File: src/bcpe_pkg.sv
// shared types, widths and the lipo open-circuit-voltage table for the charge estimator
// no dependencies; imported by every module of the block
package bcpe_pkg;

   localparam int SAMPLE_W = 16;
   localparam int SUM_W    = 23;
   localparam int COUNT_W  = 8;
   localparam int MV_W     = 16;
   localparam int RES_W    = 4;
   localparam int PCT_W    = 7;

   localparam int PROD1_W = SUM_W + MV_W;
   localparam int PROD2_W = PROD1_W + MV_W;

   // shared divider: widest dividend is the batch sum
   localparam int DIV_W  = SUM_W;
   localparam int DIV_CW = $clog2(DIV_W + 1);

   localparam int TABLE_POINTS = 16;
   localparam int SEG_IW       = $clog2(TABLE_POINTS);
   // widest step of the table is 100 mv
   localparam int SEG_W        = 7;
   localparam int INTERP_W     = SEG_W + PCT_W;

   localparam int CSR_IDX_W = 3;
   localparam logic [CSR_IDX_W-1:0] CSR_SAMPLE_COUNT        = 3'd0;
   localparam logic [CSR_IDX_W-1:0] CSR_ADC_REF_MV          = 3'd1;
   localparam logic [CSR_IDX_W-1:0] CSR_ADC_RESOLUTION_BITS = 3'd2;
   localparam logic [CSR_IDX_W-1:0] CSR_DIVIDER_NUMERATOR   = 3'd3;
   localparam logic [CSR_IDX_W-1:0] CSR_DIVIDER_DENOMINATOR = 3'd4;
   localparam logic [CSR_IDX_W-1:0] CSR_EMPTY_MV            = 3'd5;
   localparam logic [CSR_IDX_W-1:0] CSR_FULL_MV             = 3'd6;

   localparam logic [MV_W-1:0] OCV_MV [TABLE_POINTS] = '{
      16'd3300, 16'd3400, 16'd3500, 16'd3600, 16'd3650, 16'd3700, 16'd3750, 16'd3800,
      16'd3850, 16'd3900, 16'd3950, 16'd4000, 16'd4050, 16'd4100, 16'd4150, 16'd4200
   };

   localparam logic [PCT_W-1:0] OCV_PCT [TABLE_POINTS] = '{
      7'd0,  7'd1,  7'd4,  7'd9,  7'd14, 7'd24, 7'd36, 7'd46,
      7'd55, 7'd64, 7'd72, 7'd78, 7'd84, 7'd90, 7'd95, 7'd100
   };

   localparam logic [PCT_W-1:0] PCT_EMPTY = 7'd0;
   localparam logic [PCT_W-1:0] PCT_FULL  = 7'd100;

   typedef struct packed {
      logic [COUNT_W-1:0] sample_count;
      logic [MV_W-1:0]    adc_ref_mv;
      logic [RES_W-1:0]   adc_resolution_bits;
      logic [MV_W-1:0]    divider_numerator;
      logic [MV_W-1:0]    divider_denominator;
      logic [MV_W-1:0]    empty_mv;
      logic [MV_W-1:0]    full_mv;
   } cfg_type;

   typedef enum logic [3:0] {
      OP_NONE,
      OP_ACCUM,
      OP_AVG_START,
      OP_MUL_REF,
      OP_MUL_DIV,
      OP_SCALE_START,
      OP_CLASSIFY,
      OP_INTERP_START,
      OP_LOAD_OUT
   } dp_op_type;

   typedef struct packed {
      dp_op_type op;
   } dp_cmd_type;

   typedef struct packed {
      logic batch_done;
      logic div_busy;
      logic interp;
      logic out_free;
   } dp_status_type;

endpackage

File: src/battery_charge_percent_estimator.sv
// Battery charge estimator. Every accepted sample beat on req_ is clamped at zero and added to
// a running sum. The beat that completes a batch of sample_count samples starts the estimate:
// a shared restoring divider, one quotient bit per cycle, forms the average (23 steps), the
// divided battery voltage (16 steps) and the interpolation inside the open-circuit-voltage
// table (14 steps), with one multiply per cycle in between. The interpolation runs only when
// the voltage lies inside the thresholds and the table. req_stall is high from that beat until
// the result is loaded into the output register, and for longer if the previous result is
// still waiting to be taken. Other samples are taken one per cycle while no estimate runs. The
// result waits in an output register, and the next batch is taken in while it waits. battery_mv
// saturates at 65535. Configuration writes on csr_ are always ready and belong in idle time only.
module battery_charge_percent_estimator (
   input  logic                                 clock,
   input  logic                                 reset,
   input  logic                                 req_valid,
   output logic                                 req_stall,
   input  logic signed [bcpe_pkg::SAMPLE_W-1:0] req_raw_sample,
   output logic                                 rsp_valid,
   input  logic                                 rsp_stall,
   output logic [bcpe_pkg::PCT_W-1:0]           rsp_charge_percent,
   output logic [bcpe_pkg::MV_W-1:0]            rsp_battery_mv,
   input  logic                                 csr_valid,
   output logic                                 csr_ready,
   input  logic [bcpe_pkg::CSR_IDX_W-1:0]       csr_index,
   input  logic [bcpe_pkg::MV_W-1:0]            csr_data
);
   import bcpe_pkg::*;

   cfg_type       cfg;
   dp_cmd_type    cmd;
   dp_status_type status;

   bcpe_csr u_csr (
      .clock     (clock),
      .reset     (reset),
      .csr_valid (csr_valid),
      .csr_ready (csr_ready),
      .csr_index (csr_index),
      .csr_data  (csr_data),
      .cfg       (cfg)
   );

   bcpe_ctrl u_ctrl (
      .clock     (clock),
      .reset     (reset),
      .req_valid (req_valid),
      .req_stall (req_stall),
      .status    (status),
      .cmd       (cmd)
   );

   bcpe_datapath u_datapath (
      .clock              (clock),
      .reset              (reset),
      .cmd                (cmd),
      .status             (status),
      .cfg                (cfg),
      .req_raw_sample     (req_raw_sample),
      .rsp_valid          (rsp_valid),
      .rsp_stall          (rsp_stall),
      .rsp_charge_percent (rsp_charge_percent),
      .rsp_battery_mv     (rsp_battery_mv)
   );

endmodule

File: src/bcpe_csr.sv
// configuration register bank of the charge estimator
// depends on bcpe_pkg for the register indexes and the cfg_type struct
module bcpe_csr (
   input  logic                              clock,
   input  logic                              reset,
   input  logic                              csr_valid,
   output logic                              csr_ready,
   input  logic [bcpe_pkg::CSR_IDX_W-1:0]    csr_index,
   input  logic [bcpe_pkg::MV_W-1:0]         csr_data,
   output bcpe_pkg::cfg_type                 cfg
);
   import bcpe_pkg::*;

   cfg_type cfg_ff;
   cfg_type cfg_in;

   assign csr_ready = 1'b1;
   assign cfg       = cfg_ff;

   always_comb begin
      cfg_in = cfg_ff;
      if (csr_valid) begin
         unique case (csr_index)
            CSR_SAMPLE_COUNT:        cfg_in.sample_count        = csr_data[COUNT_W-1:0];
            CSR_ADC_REF_MV:          cfg_in.adc_ref_mv          = csr_data;
            CSR_ADC_RESOLUTION_BITS: cfg_in.adc_resolution_bits = csr_data[RES_W-1:0];
            CSR_DIVIDER_NUMERATOR:   cfg_in.divider_numerator   = csr_data;
            CSR_DIVIDER_DENOMINATOR: cfg_in.divider_denominator = csr_data;
            CSR_EMPTY_MV:            cfg_in.empty_mv            = csr_data;
            CSR_FULL_MV:             cfg_in.full_mv             = csr_data;
            default: ;
         endcase
      end
   end

   always_ff @(posedge clock) begin
      if (reset) begin
         cfg_ff.sample_count        <= 8'd8;
         cfg_ff.adc_ref_mv          <= 16'd3600;
         cfg_ff.adc_resolution_bits <= 4'd12;
         cfg_ff.divider_numerator   <= 16'd2;
         cfg_ff.divider_denominator <= 16'd1;
         cfg_ff.empty_mv            <= 16'd3300;
         cfg_ff.full_mv             <= 16'd4200;
      end else begin
         cfg_ff <= cfg_in;
      end
   end

endmodule

File: src/bcpe_div.sv
// shared restoring divider, one quotient bit per cycle, dividend loaded top-aligned
// depends on bcpe_pkg for widths
module bcpe_div (
   input  logic                          clock,
   input  logic                          reset,
   input  logic                          start,
   input  logic [bcpe_pkg::DIV_CW-1:0]   steps,
   input  logic [bcpe_pkg::MV_W-1:0]     rem_init,
   input  logic [bcpe_pkg::DIV_W-1:0]    dividend,
   input  logic [bcpe_pkg::MV_W-1:0]     divisor,
   output logic                          busy,
   output logic [bcpe_pkg::DIV_W-1:0]    quotient
);
   import bcpe_pkg::*;

   logic [DIV_CW-1:0] count_ff, count_in;
   logic [MV_W-1:0]   rem_ff, rem_in;
   logic [DIV_W-1:0]  q_ff, q_in;
   logic [MV_W-1:0]   div_ff, div_in;
   logic [MV_W:0]     trial;
   logic [MV_W:0]     trial_diff;
   logic              fits;

   assign busy     = (count_ff != '0);
   assign quotient = q_ff;

   always_comb begin
      trial      = {rem_ff, q_ff[DIV_W-1]};
      fits       = (trial >= {1'b0, div_ff});
      trial_diff = trial - {1'b0, div_ff};
      count_in   = count_ff;
      rem_in     = rem_ff;
      q_in       = q_ff;
      div_in     = div_ff;
      if (start) begin
         count_in = steps;
         rem_in   = rem_init;
         q_in     = dividend;
         div_in   = divisor;
      end else if (busy) begin
         count_in = count_ff - 1'b1;
         // remainder stays below the divisor, so the low bits carry it
         rem_in   = fits ? trial_diff[MV_W-1:0] : trial[MV_W-1:0];
         q_in     = {q_ff[DIV_W-2:0], fits};
      end
   end

   always_ff @(posedge clock) begin
      if (reset) begin
         count_ff <= '0;
      end else begin
         count_ff <= count_in;
      end
      rem_ff <= rem_in;
      q_ff   <= q_in;
      div_ff <= div_in;
   end

   a_count_steps: assert property (@(posedge clock) disable iff (reset)
      (busy && !start) |=> (count_ff == $past(count_ff) - 1'b1))
      else $error("divider step count did not decrement");

endmodule

File: src/bcpe_datapath.sv
// datapath of the charge estimator: accumulator, multipliers, divider, table lookup, output register
// depends on bcpe_pkg and bcpe_div
module bcpe_datapath (
   input  logic                              clock,
   input  logic                              reset,
   input  bcpe_pkg::dp_cmd_type              cmd,
   output bcpe_pkg::dp_status_type           status,
   input  bcpe_pkg::cfg_type                 cfg,
   input  logic signed [bcpe_pkg::SAMPLE_W-1:0] req_raw_sample,
   output logic                              rsp_valid,
   input  logic                              rsp_stall,
   output logic [bcpe_pkg::PCT_W-1:0]        rsp_charge_percent,
   output logic [bcpe_pkg::MV_W-1:0]         rsp_battery_mv
);
   import bcpe_pkg::*;

   logic [SUM_W-1:0]   sum_ff, sum_in;
   logic [COUNT_W-1:0] taken_ff, taken_in;
   logic [PROD1_W-1:0] prod1_ff, prod1_in;
   logic [PROD2_W-1:0] prod2_ff, prod2_in;
   logic               sat_ff, sat_in;
   logic [MV_W-1:0]    batt_ff, batt_in;
   logic [PCT_W-1:0]   pct_ff, pct_in;
   logic               interp_ff, interp_in;
   logic [SEG_W-1:0]   diff_ff, diff_in;
   logic [SEG_W-1:0]   dv_ff, dv_in;
   logic [PCT_W-1:0]   dp_ff, dp_in;
   logic [PCT_W-1:0]   lo_p_ff, lo_p_in;
   logic               rsp_valid_ff, rsp_valid_in;
   logic [PCT_W-1:0]   rsp_pct_ff, rsp_pct_in;
   logic [MV_W-1:0]    rsp_mv_ff, rsp_mv_in;

   logic [COUNT_W-1:0]  count_eff;
   logic [MV_W-1:0]     den_eff;
   logic [COUNT_W-1:0]  taken_inc;
   logic [SAMPLE_W-2:0] raw_clamped;
   logic [PROD1_W-1:0]  adc_mv;
   logic [MV_W-1:0]     batt_c;
   logic [SEG_IW-1:0]   seg_hi, seg_lo;
   logic [MV_W-1:0]     seg_diff, seg_span;
   logic [INTERP_W-1:0] interp_num;

   logic               div_start;
   logic [DIV_CW-1:0]  div_steps;
   logic [MV_W-1:0]    div_rem_init;
   logic [DIV_W-1:0]   div_dividend;
   logic [MV_W-1:0]    div_divisor;
   logic               div_busy;
   logic [DIV_W-1:0]   quotient;

   bcpe_div u_div (
      .clock    (clock),
      .reset    (reset),
      .start    (div_start),
      .steps    (div_steps),
      .rem_init (div_rem_init),
      .dividend (div_dividend),
      .divisor  (div_divisor),
      .busy     (div_busy),
      .quotient (quotient)
   );

   always_comb begin
      count_eff   = (cfg.sample_count == '0) ? COUNT_W'(1) : cfg.sample_count;
      den_eff     = (cfg.divider_denominator == '0) ? MV_W'(1) : cfg.divider_denominator;
      taken_inc   = taken_ff + 1'b1;
      raw_clamped = req_raw_sample[SAMPLE_W-1] ? '0 : req_raw_sample[SAMPLE_W-2:0];
      adc_mv      = prod1_ff >> cfg.adc_resolution_bits;
      batt_c      = sat_ff ? '1 : quotient[MV_W-1:0];
      interp_num  = diff_ff * dp_ff;

      // first table point at or above the voltage closes the segment
      seg_hi = SEG_IW'(TABLE_POINTS - 1);
      for (int k = TABLE_POINTS - 1; k >= 1; k--) begin
         if (batt_c <= OCV_MV[k]) begin
            seg_hi = SEG_IW'(k);
         end
      end
      seg_lo   = seg_hi - 1'b1;
      seg_diff = batt_c - OCV_MV[seg_lo];
      seg_span = OCV_MV[seg_hi] - OCV_MV[seg_lo];
   end

   always_comb begin
      sum_in       = sum_ff;
      taken_in     = taken_ff;
      prod1_in     = prod1_ff;
      prod2_in     = prod2_ff;
      sat_in       = sat_ff;
      batt_in      = batt_ff;
      pct_in       = pct_ff;
      interp_in    = interp_ff;
      diff_in      = diff_ff;
      dv_in        = dv_ff;
      dp_in        = dp_ff;
      lo_p_in      = lo_p_ff;
      rsp_valid_in = rsp_valid_ff && rsp_stall;
      rsp_pct_in   = rsp_pct_ff;
      rsp_mv_in    = rsp_mv_ff;
      div_start    = 1'b0;
      div_steps    = DIV_CW'(SUM_W);
      div_rem_init = '0;
      div_dividend = sum_ff;
      div_divisor  = MV_W'(count_eff);

      case (cmd.op)
         OP_ACCUM: begin
            sum_in   = sum_ff + SUM_W'(raw_clamped);
            taken_in = taken_inc;
         end
         OP_AVG_START: begin
            div_start = 1'b1;
            sum_in    = '0;
            taken_in  = '0;
         end
         OP_MUL_REF: begin
            prod1_in = PROD1_W'(quotient) * PROD1_W'(cfg.adc_ref_mv);
         end
         OP_MUL_DIV: begin
            prod2_in = PROD2_W'(adc_mv) * PROD2_W'(cfg.divider_numerator);
         end
         OP_SCALE_START: begin
            // quotient above 16 bits exactly when the product reaches den * 2^16
            sat_in       = (prod2_ff >= PROD2_W'({den_eff, {MV_W{1'b0}}}));
            div_start    = 1'b1;
            div_steps    = DIV_CW'(MV_W);
            div_rem_init = prod2_ff[2*MV_W-1:MV_W];
            div_dividend = {prod2_ff[MV_W-1:0], {(DIV_W-MV_W){1'b0}}};
            div_divisor  = den_eff;
         end
         OP_CLASSIFY: begin
            batt_in   = batt_c;
            interp_in = 1'b0;
            diff_in   = seg_diff[SEG_W-1:0];
            dv_in     = seg_span[SEG_W-1:0];
            dp_in     = OCV_PCT[seg_hi] - OCV_PCT[seg_lo];
            lo_p_in   = OCV_PCT[seg_lo];
            if (batt_c <= cfg.empty_mv) begin
               pct_in = PCT_EMPTY;
            end else if (batt_c >= cfg.full_mv) begin
               pct_in = PCT_FULL;
            end else if (batt_c <= OCV_MV[0]) begin
               pct_in = PCT_EMPTY;
            end else if (batt_c >= OCV_MV[TABLE_POINTS-1]) begin
               pct_in = PCT_FULL;
            end else begin
               pct_in    = PCT_EMPTY;
               interp_in = 1'b1;
            end
         end
         OP_INTERP_START: begin
            div_start    = 1'b1;
            div_steps    = DIV_CW'(INTERP_W);
            div_dividend = {interp_num, {(DIV_W-INTERP_W){1'b0}}};
            div_divisor  = MV_W'(dv_ff);
         end
         OP_LOAD_OUT: begin
            rsp_valid_in = 1'b1;
            rsp_mv_in    = batt_ff;
            rsp_pct_in   = interp_ff ? lo_p_ff + quotient[PCT_W-1:0] : pct_ff;
         end
         default: ;
      endcase
   end

   always_ff @(posedge clock) begin
      if (reset) begin
         sum_ff       <= '0;
         taken_ff     <= '0;
         rsp_valid_ff <= 1'b0;
      end else begin
         sum_ff       <= sum_in;
         taken_ff     <= taken_in;
         rsp_valid_ff <= rsp_valid_in;
      end
      prod1_ff   <= prod1_in;
      prod2_ff   <= prod2_in;
      sat_ff     <= sat_in;
      batt_ff    <= batt_in;
      pct_ff     <= pct_in;
      interp_ff  <= interp_in;
      diff_ff    <= diff_in;
      dv_ff      <= dv_in;
      dp_ff      <= dp_in;
      lo_p_ff    <= lo_p_in;
      rsp_pct_ff <= rsp_pct_in;
      rsp_mv_ff  <= rsp_mv_in;
   end

   assign status.batch_done = (taken_inc >= count_eff);
   assign status.div_busy   = div_busy;
   assign status.interp     = interp_ff;
   assign status.out_free   = !rsp_valid_ff || !rsp_stall;

   assign rsp_valid          = rsp_valid_ff;
   assign rsp_charge_percent = rsp_pct_ff;
   assign rsp_battery_mv     = rsp_mv_ff;

   a_load_shows: assert property (@(posedge clock) disable iff (reset)
      (cmd.op == OP_LOAD_OUT) |=> rsp_valid_ff)
      else $error("loaded result beat not presented");

   a_pct_range: assert property (@(posedge clock) disable iff (reset)
      rsp_valid_ff |-> (rsp_pct_ff <= PCT_FULL))
      else $error("charge percent above full");

   a_div_idle_start: assert property (@(posedge clock) disable iff (reset)
      div_start |-> !div_busy)
      else $error("divider restarted while busy");

endmodule

File: src/bcpe_ctrl.sv
// sequencer of the charge estimator: takes sample beats and steps the datapath through a batch
// depends on bcpe_pkg for the command and status structs
module bcpe_ctrl (
   input  logic                      clock,
   input  logic                      reset,
   input  logic                      req_valid,
   output logic                      req_stall,
   input  bcpe_pkg::dp_status_type   status,
   output bcpe_pkg::dp_cmd_type      cmd
);
   import bcpe_pkg::*;

   typedef enum logic [3:0] {
      ST_IDLE,
      ST_AVG,
      ST_AVG_WAIT,
      ST_MUL_DIV,
      ST_SCALE,
      ST_SCALE_WAIT,
      ST_INTERP,
      ST_INTERP_WAIT,
      ST_OUTPUT
   } state_type;

   state_type state_ff, state_in;

   assign req_stall = (state_ff != ST_IDLE);

   always_comb begin
      state_in = state_ff;
      cmd.op   = OP_NONE;
      unique case (state_ff)
         ST_IDLE: begin
            if (req_valid) begin
               cmd.op = OP_ACCUM;
               if (status.batch_done) begin
                  state_in = ST_AVG;
               end
            end
         end
         ST_AVG: begin
            cmd.op   = OP_AVG_START;
            state_in = ST_AVG_WAIT;
         end
         ST_AVG_WAIT: begin
            if (!status.div_busy) begin
               cmd.op   = OP_MUL_REF;
               state_in = ST_MUL_DIV;
            end
         end
         ST_MUL_DIV: begin
            cmd.op   = OP_MUL_DIV;
            state_in = ST_SCALE;
         end
         ST_SCALE: begin
            cmd.op   = OP_SCALE_START;
            state_in = ST_SCALE_WAIT;
         end
         ST_SCALE_WAIT: begin
            if (!status.div_busy) begin
               cmd.op   = OP_CLASSIFY;
               state_in = ST_INTERP;
            end
         end
         ST_INTERP: begin
            if (status.interp) begin
               cmd.op   = OP_INTERP_START;
               state_in = ST_INTERP_WAIT;
            end else begin
               state_in = ST_OUTPUT;
            end
         end
         ST_INTERP_WAIT: begin
            if (!status.div_busy) begin
               state_in = ST_OUTPUT;
            end
         end
         ST_OUTPUT: begin
            // wait for the output register to free up
            if (status.out_free) begin
               cmd.op   = OP_LOAD_OUT;
               state_in = ST_IDLE;
            end
         end
         default: state_in = ST_IDLE;
      endcase
   end

   always_ff @(posedge clock) begin
      if (reset) begin
         state_ff <= ST_IDLE;
      end else begin
         state_ff <= state_in;
      end
   end

   a_batch_end: assert property (@(posedge clock) disable iff (reset)
      (req_valid && !req_stall && status.batch_done) |=> (state_ff == ST_AVG))
      else $error("last sample of a batch did not start the estimate");

endmodule

File: config.mk
export PLATFORM = sky130hd
export DESIGN_NAME = battery_charge_percent_estimator
export DESIGN_NICKNAME = d
export VERILOG_FILES = /design/src/bcpe_pkg.sv /design/src/battery_charge_percent_estimator.sv /design/src/bcpe_csr.sv /design/src/bcpe_div.sv /design/src/bcpe_datapath.sv /design/src/bcpe_ctrl.sv
export SDC_FILE = /design/constraint.sdc
export NUM_CORES = 2
export LEC_CHECK = 0
export ABC_AREA = 1
export ABC_CLOCK_PERIOD_IN_PS = 9600
export BUFFER_PORTS_ARGS = -buffer_cell sky130_fd_sc_hd__buf_4
export CORE_MARGIN = 5
export CORE_UTILIZATION = 25
export DETAILED_ROUTE_END_ITERATION = 7
export GPL_ROUTABILITY_DRIVEN = 0
export PLACE_DENSITY = 0.49
export SLEW_MARGIN = 10
export SYNTH_ARGS = -nofsm -noshare
export SYNTH_HDL_FRONTEND = slang
export SYNTH_SLANG_ARGS = --single-unit
File: constraint.sdc
create_clock -name clock -period 9.6 [get_ports clock]
set_input_delay 0 -clock clock [delete_from_list [all_inputs] [get_ports clock]]
set_output_delay 0 -clock clock [all_outputs]
set_load 0.005 [all_outputs]
==> impl_results.md <==
* Status: completed
* Post-Synth XOR/XNOR Area at 0.02321
* Sequential area share after synthesis at 0.1763
* FP Rows at 167
* Final setup vio count at 0
* Fmax at 112.5 MHz
* Area share of fa/ha/maj cells after synthesis at 0.4159
* Critical path's slowest cell: inv_1
* Cell variety after synth at 67
* Port Buffers at 64
* Synth area leader: fa_1
* Post-Syn Area at 52070 um^2
* Hold Path Class: input port to flip-flop
* Drt initial violations at 3219
* Root cell of the clock tree: clkbuf_16
* Synth top area cells: fa_1 32%, edfxtp_1 13%, nand2_1 11%
* CP endpoint kind: flip-flop
* Total number of vias at 42240
* Setup repair after global routing missed its margin: false
* Ys Warns at 0
* Nets@finish at 7738
* Core Area at 207100 um^2
* Critical Path Fanout Max at 40
* CTS HTree Levels at 2
* Clk buf depth at 3
* Yosys top cell area share at 0.3222
* Mux cell area share after synthesis at 0.0009612
* Critical Path RT at 9930 ps
* FFs w/ async S/R, synth at 0
* GR Util All Layers at 0.1537
* First-pass GRT wire length at 261700 um
* Syn nets at 7766
* DRC errors left at 0
* # fillers at 22510
* DPL Wire Length at 134400 um
* Post-synth EDFFs at 217
* CP Class: flip-flop to flip-flop
* Cell count after synthesis at 6498
* TNS Setup at 0 ps
* Vias in the first global route at 44380
* Synth top cells by count: 1540 x nand2_1, 1462 x inv_1, 838 x fa_1
* Antenna viol nets, final at 0
* Maxcap violations at 0
* Worst Skew at 35.29 ps
* Reg clk slew, reported paths at 70 ps
* Prevailing post-synth register cell: edfxtp_1
* Die Wd at 466.4 um
* Largest net degree at the start of global routing at 63
* Wire per inst at 17.90 um
* Remaining Overflow, GRT at 0
* Setup repair bufs after CTS at 0
* Crit path time final at 8888 ps
* Post-Synth Simple-Gate Area at 0.1744
* DR pass1 iterations at 6
* Slew Viols, Final at 0
* Initial antenna violation count at 7
* Chip Height at 466.4 um
* Share of cells above drive strength 1 at 0.04382
* Max incr delay on CP at 710 ps
* Post-synthesis register bit count at 350
* Crit path DAT at 9220 ps
* I/O pin count at 66
* Startpoint types: flip-flop
* Routed wire length at 166400 um
* Starting density of the core at 0.2514
* Final Cycle Share at 0.9259
* CTS tree: built
* Clk sinks at 350
* Largest family of logic cells by synthesized area: adder cells
* Most common cell in the synthesized netlist: nand2_1
* Max-Slew Margin vs Limit at 0.2558
* Worst slew pin tran at 1116 ps
* Clk Latency, worst-skew pair at 610 ps
* Inserted Clock Buffers at 43
* Most frequent CP cell: inv_1
* Final Hold Fails at 0
* Die footprint at 217500 um^2
* Synth-to-Final Area Change at 10.27%
* Synth Area in Compound Gates at 0.08233
* Number of vias per cell at 4.545
* Syn Area/Cell at 8.013 um^2
## worst max-delay path, delay by kind of cell, from the launching register on
kind / cells / cell delay, ps
fa+ha+maj: 7 / 3460
simple gates: 11 / 2220
compound gates: 4 / 740
xor+xnor: 1 / 170
buf+inv: 9 / 1690
flops: 1 / 310
## final timing paths
path	start	endpoint	cells after the start	slack [ps]
min reg2reg	u_datapath.batt_ff[3]	u_datapath.rsp_battery_mv[3]	0	420
min	req_raw_sample[11]	u_datapath.sum_ff[11]	7	40
max	u_csr.cfg[65]	u_datapath.prod2_ff[52]	32	710
max reg2reg	u_csr.cfg[65]	u_datapath.prod2_ff[52]	32	710
## cells in the final DEF, fill, tap and decap left out, drive strengths merged, types with 49 or more instances in the layout
cell | synthesis | final
a21oi | 303 | 303
buf | 45 | 153
clkbuf | 209 | 59
dfxtp | 133 | 133
edfxtp | 217 | 217
fa | 838 | 838
ha | 390 | 390
inv | 1470 | 1474
nand2 | 1556 | 1556
nand3 | 129 | 129
nor2 | 489 | 489
o211ai | 49 | 49
o21ai | 265 | 265
xnor2 | 60 | 60
xor2 | 78 | 78
## area by class of cell
class                           instances  area, um^2  share of cell area
Antenna cell                            1       2.502          0.00004359
Clock buffer                           59        1206             0.02101
Clock inverter                         20       191.4            0.003334
Inverter                             1490        5595             0.09746
Multi-Input combinational cell       4404       36310              0.6325
Sequential cell                       350        9186              0.1600
Tap cell                             2788        3488             0.06076
Timing Repair Buffer                  181        1429             0.02489
## metal layers
metal,global-route usage,part of all wire
met1,0.2068,0.45
met2,0.2552,0.46
met4,0.04602,0.033
met5,0,0
met3,0.02319,0.056
## logic make-up (layout without fill, tap and decap cells)
kind of cell    Yosys count  count (layout)
compound gates          761             761
xor+xnor                138             138
flops                   350             350
mux                       5               5
buf+inv                1744            1750
other cells               1               2
fa+ha+maj              1228            1228
simple gates           2271            2271
## stage by stage
step                        util  setup WS [ps]  area [um^2]  instances  hold slack [ps]
final                     0.2773          711.8        57410       9293            38.13
after global routing      0.2773          211.9        57410       9293            67.99
after CTS                 0.2773          896.7        57410       9292            1.907
after detailed placement  0.2691          909.8        55730       9185            314.8
after global placement    0.2691           1005        55730       9185            307.9
after floorplan                -           2548        52070       6498            126.4
## sequential cells by signal, indices dropped and copies added, names as in the netlist
name	count
u_datapath.rsp_battery_mv	16
u_datapath.diff_ff	7
u_datapath.dv_ff	6
u_datapath.lo_p_ff	7
u_datapath.u_div.quotient	23
u_datapath.sum_ff	23
u_csr.cfg	92
u_datapath.prod1_ff	39
u_datapath.prod2_ff	55
u_datapath.pct_ff	1
u_datapath.batt_ff	15
u_datapath.interp_ff	1
u_datapath.dp_ff	7
u_datapath.rsp_charge_percent	7
u_ctrl.state_ff	4
u_datapath.u_div.rem_ff	16
u_datapath.u_div.div_ff	16
u_datapath.sat_ff	1
u_datapath.taken_ff	8
u_datapath.rsp_valid	1
u_datapath.u_div.count_ff	5
## timing repair
item,4_1_cts,5_1_grt
resized for setup,0,0
hold buffers,28,0
endpoints found under the hold margin,146,0
Power is left out: the tool's default activity adds up to more than one toggle a clock period on the data nets, which glitch-free logic cannot reach.
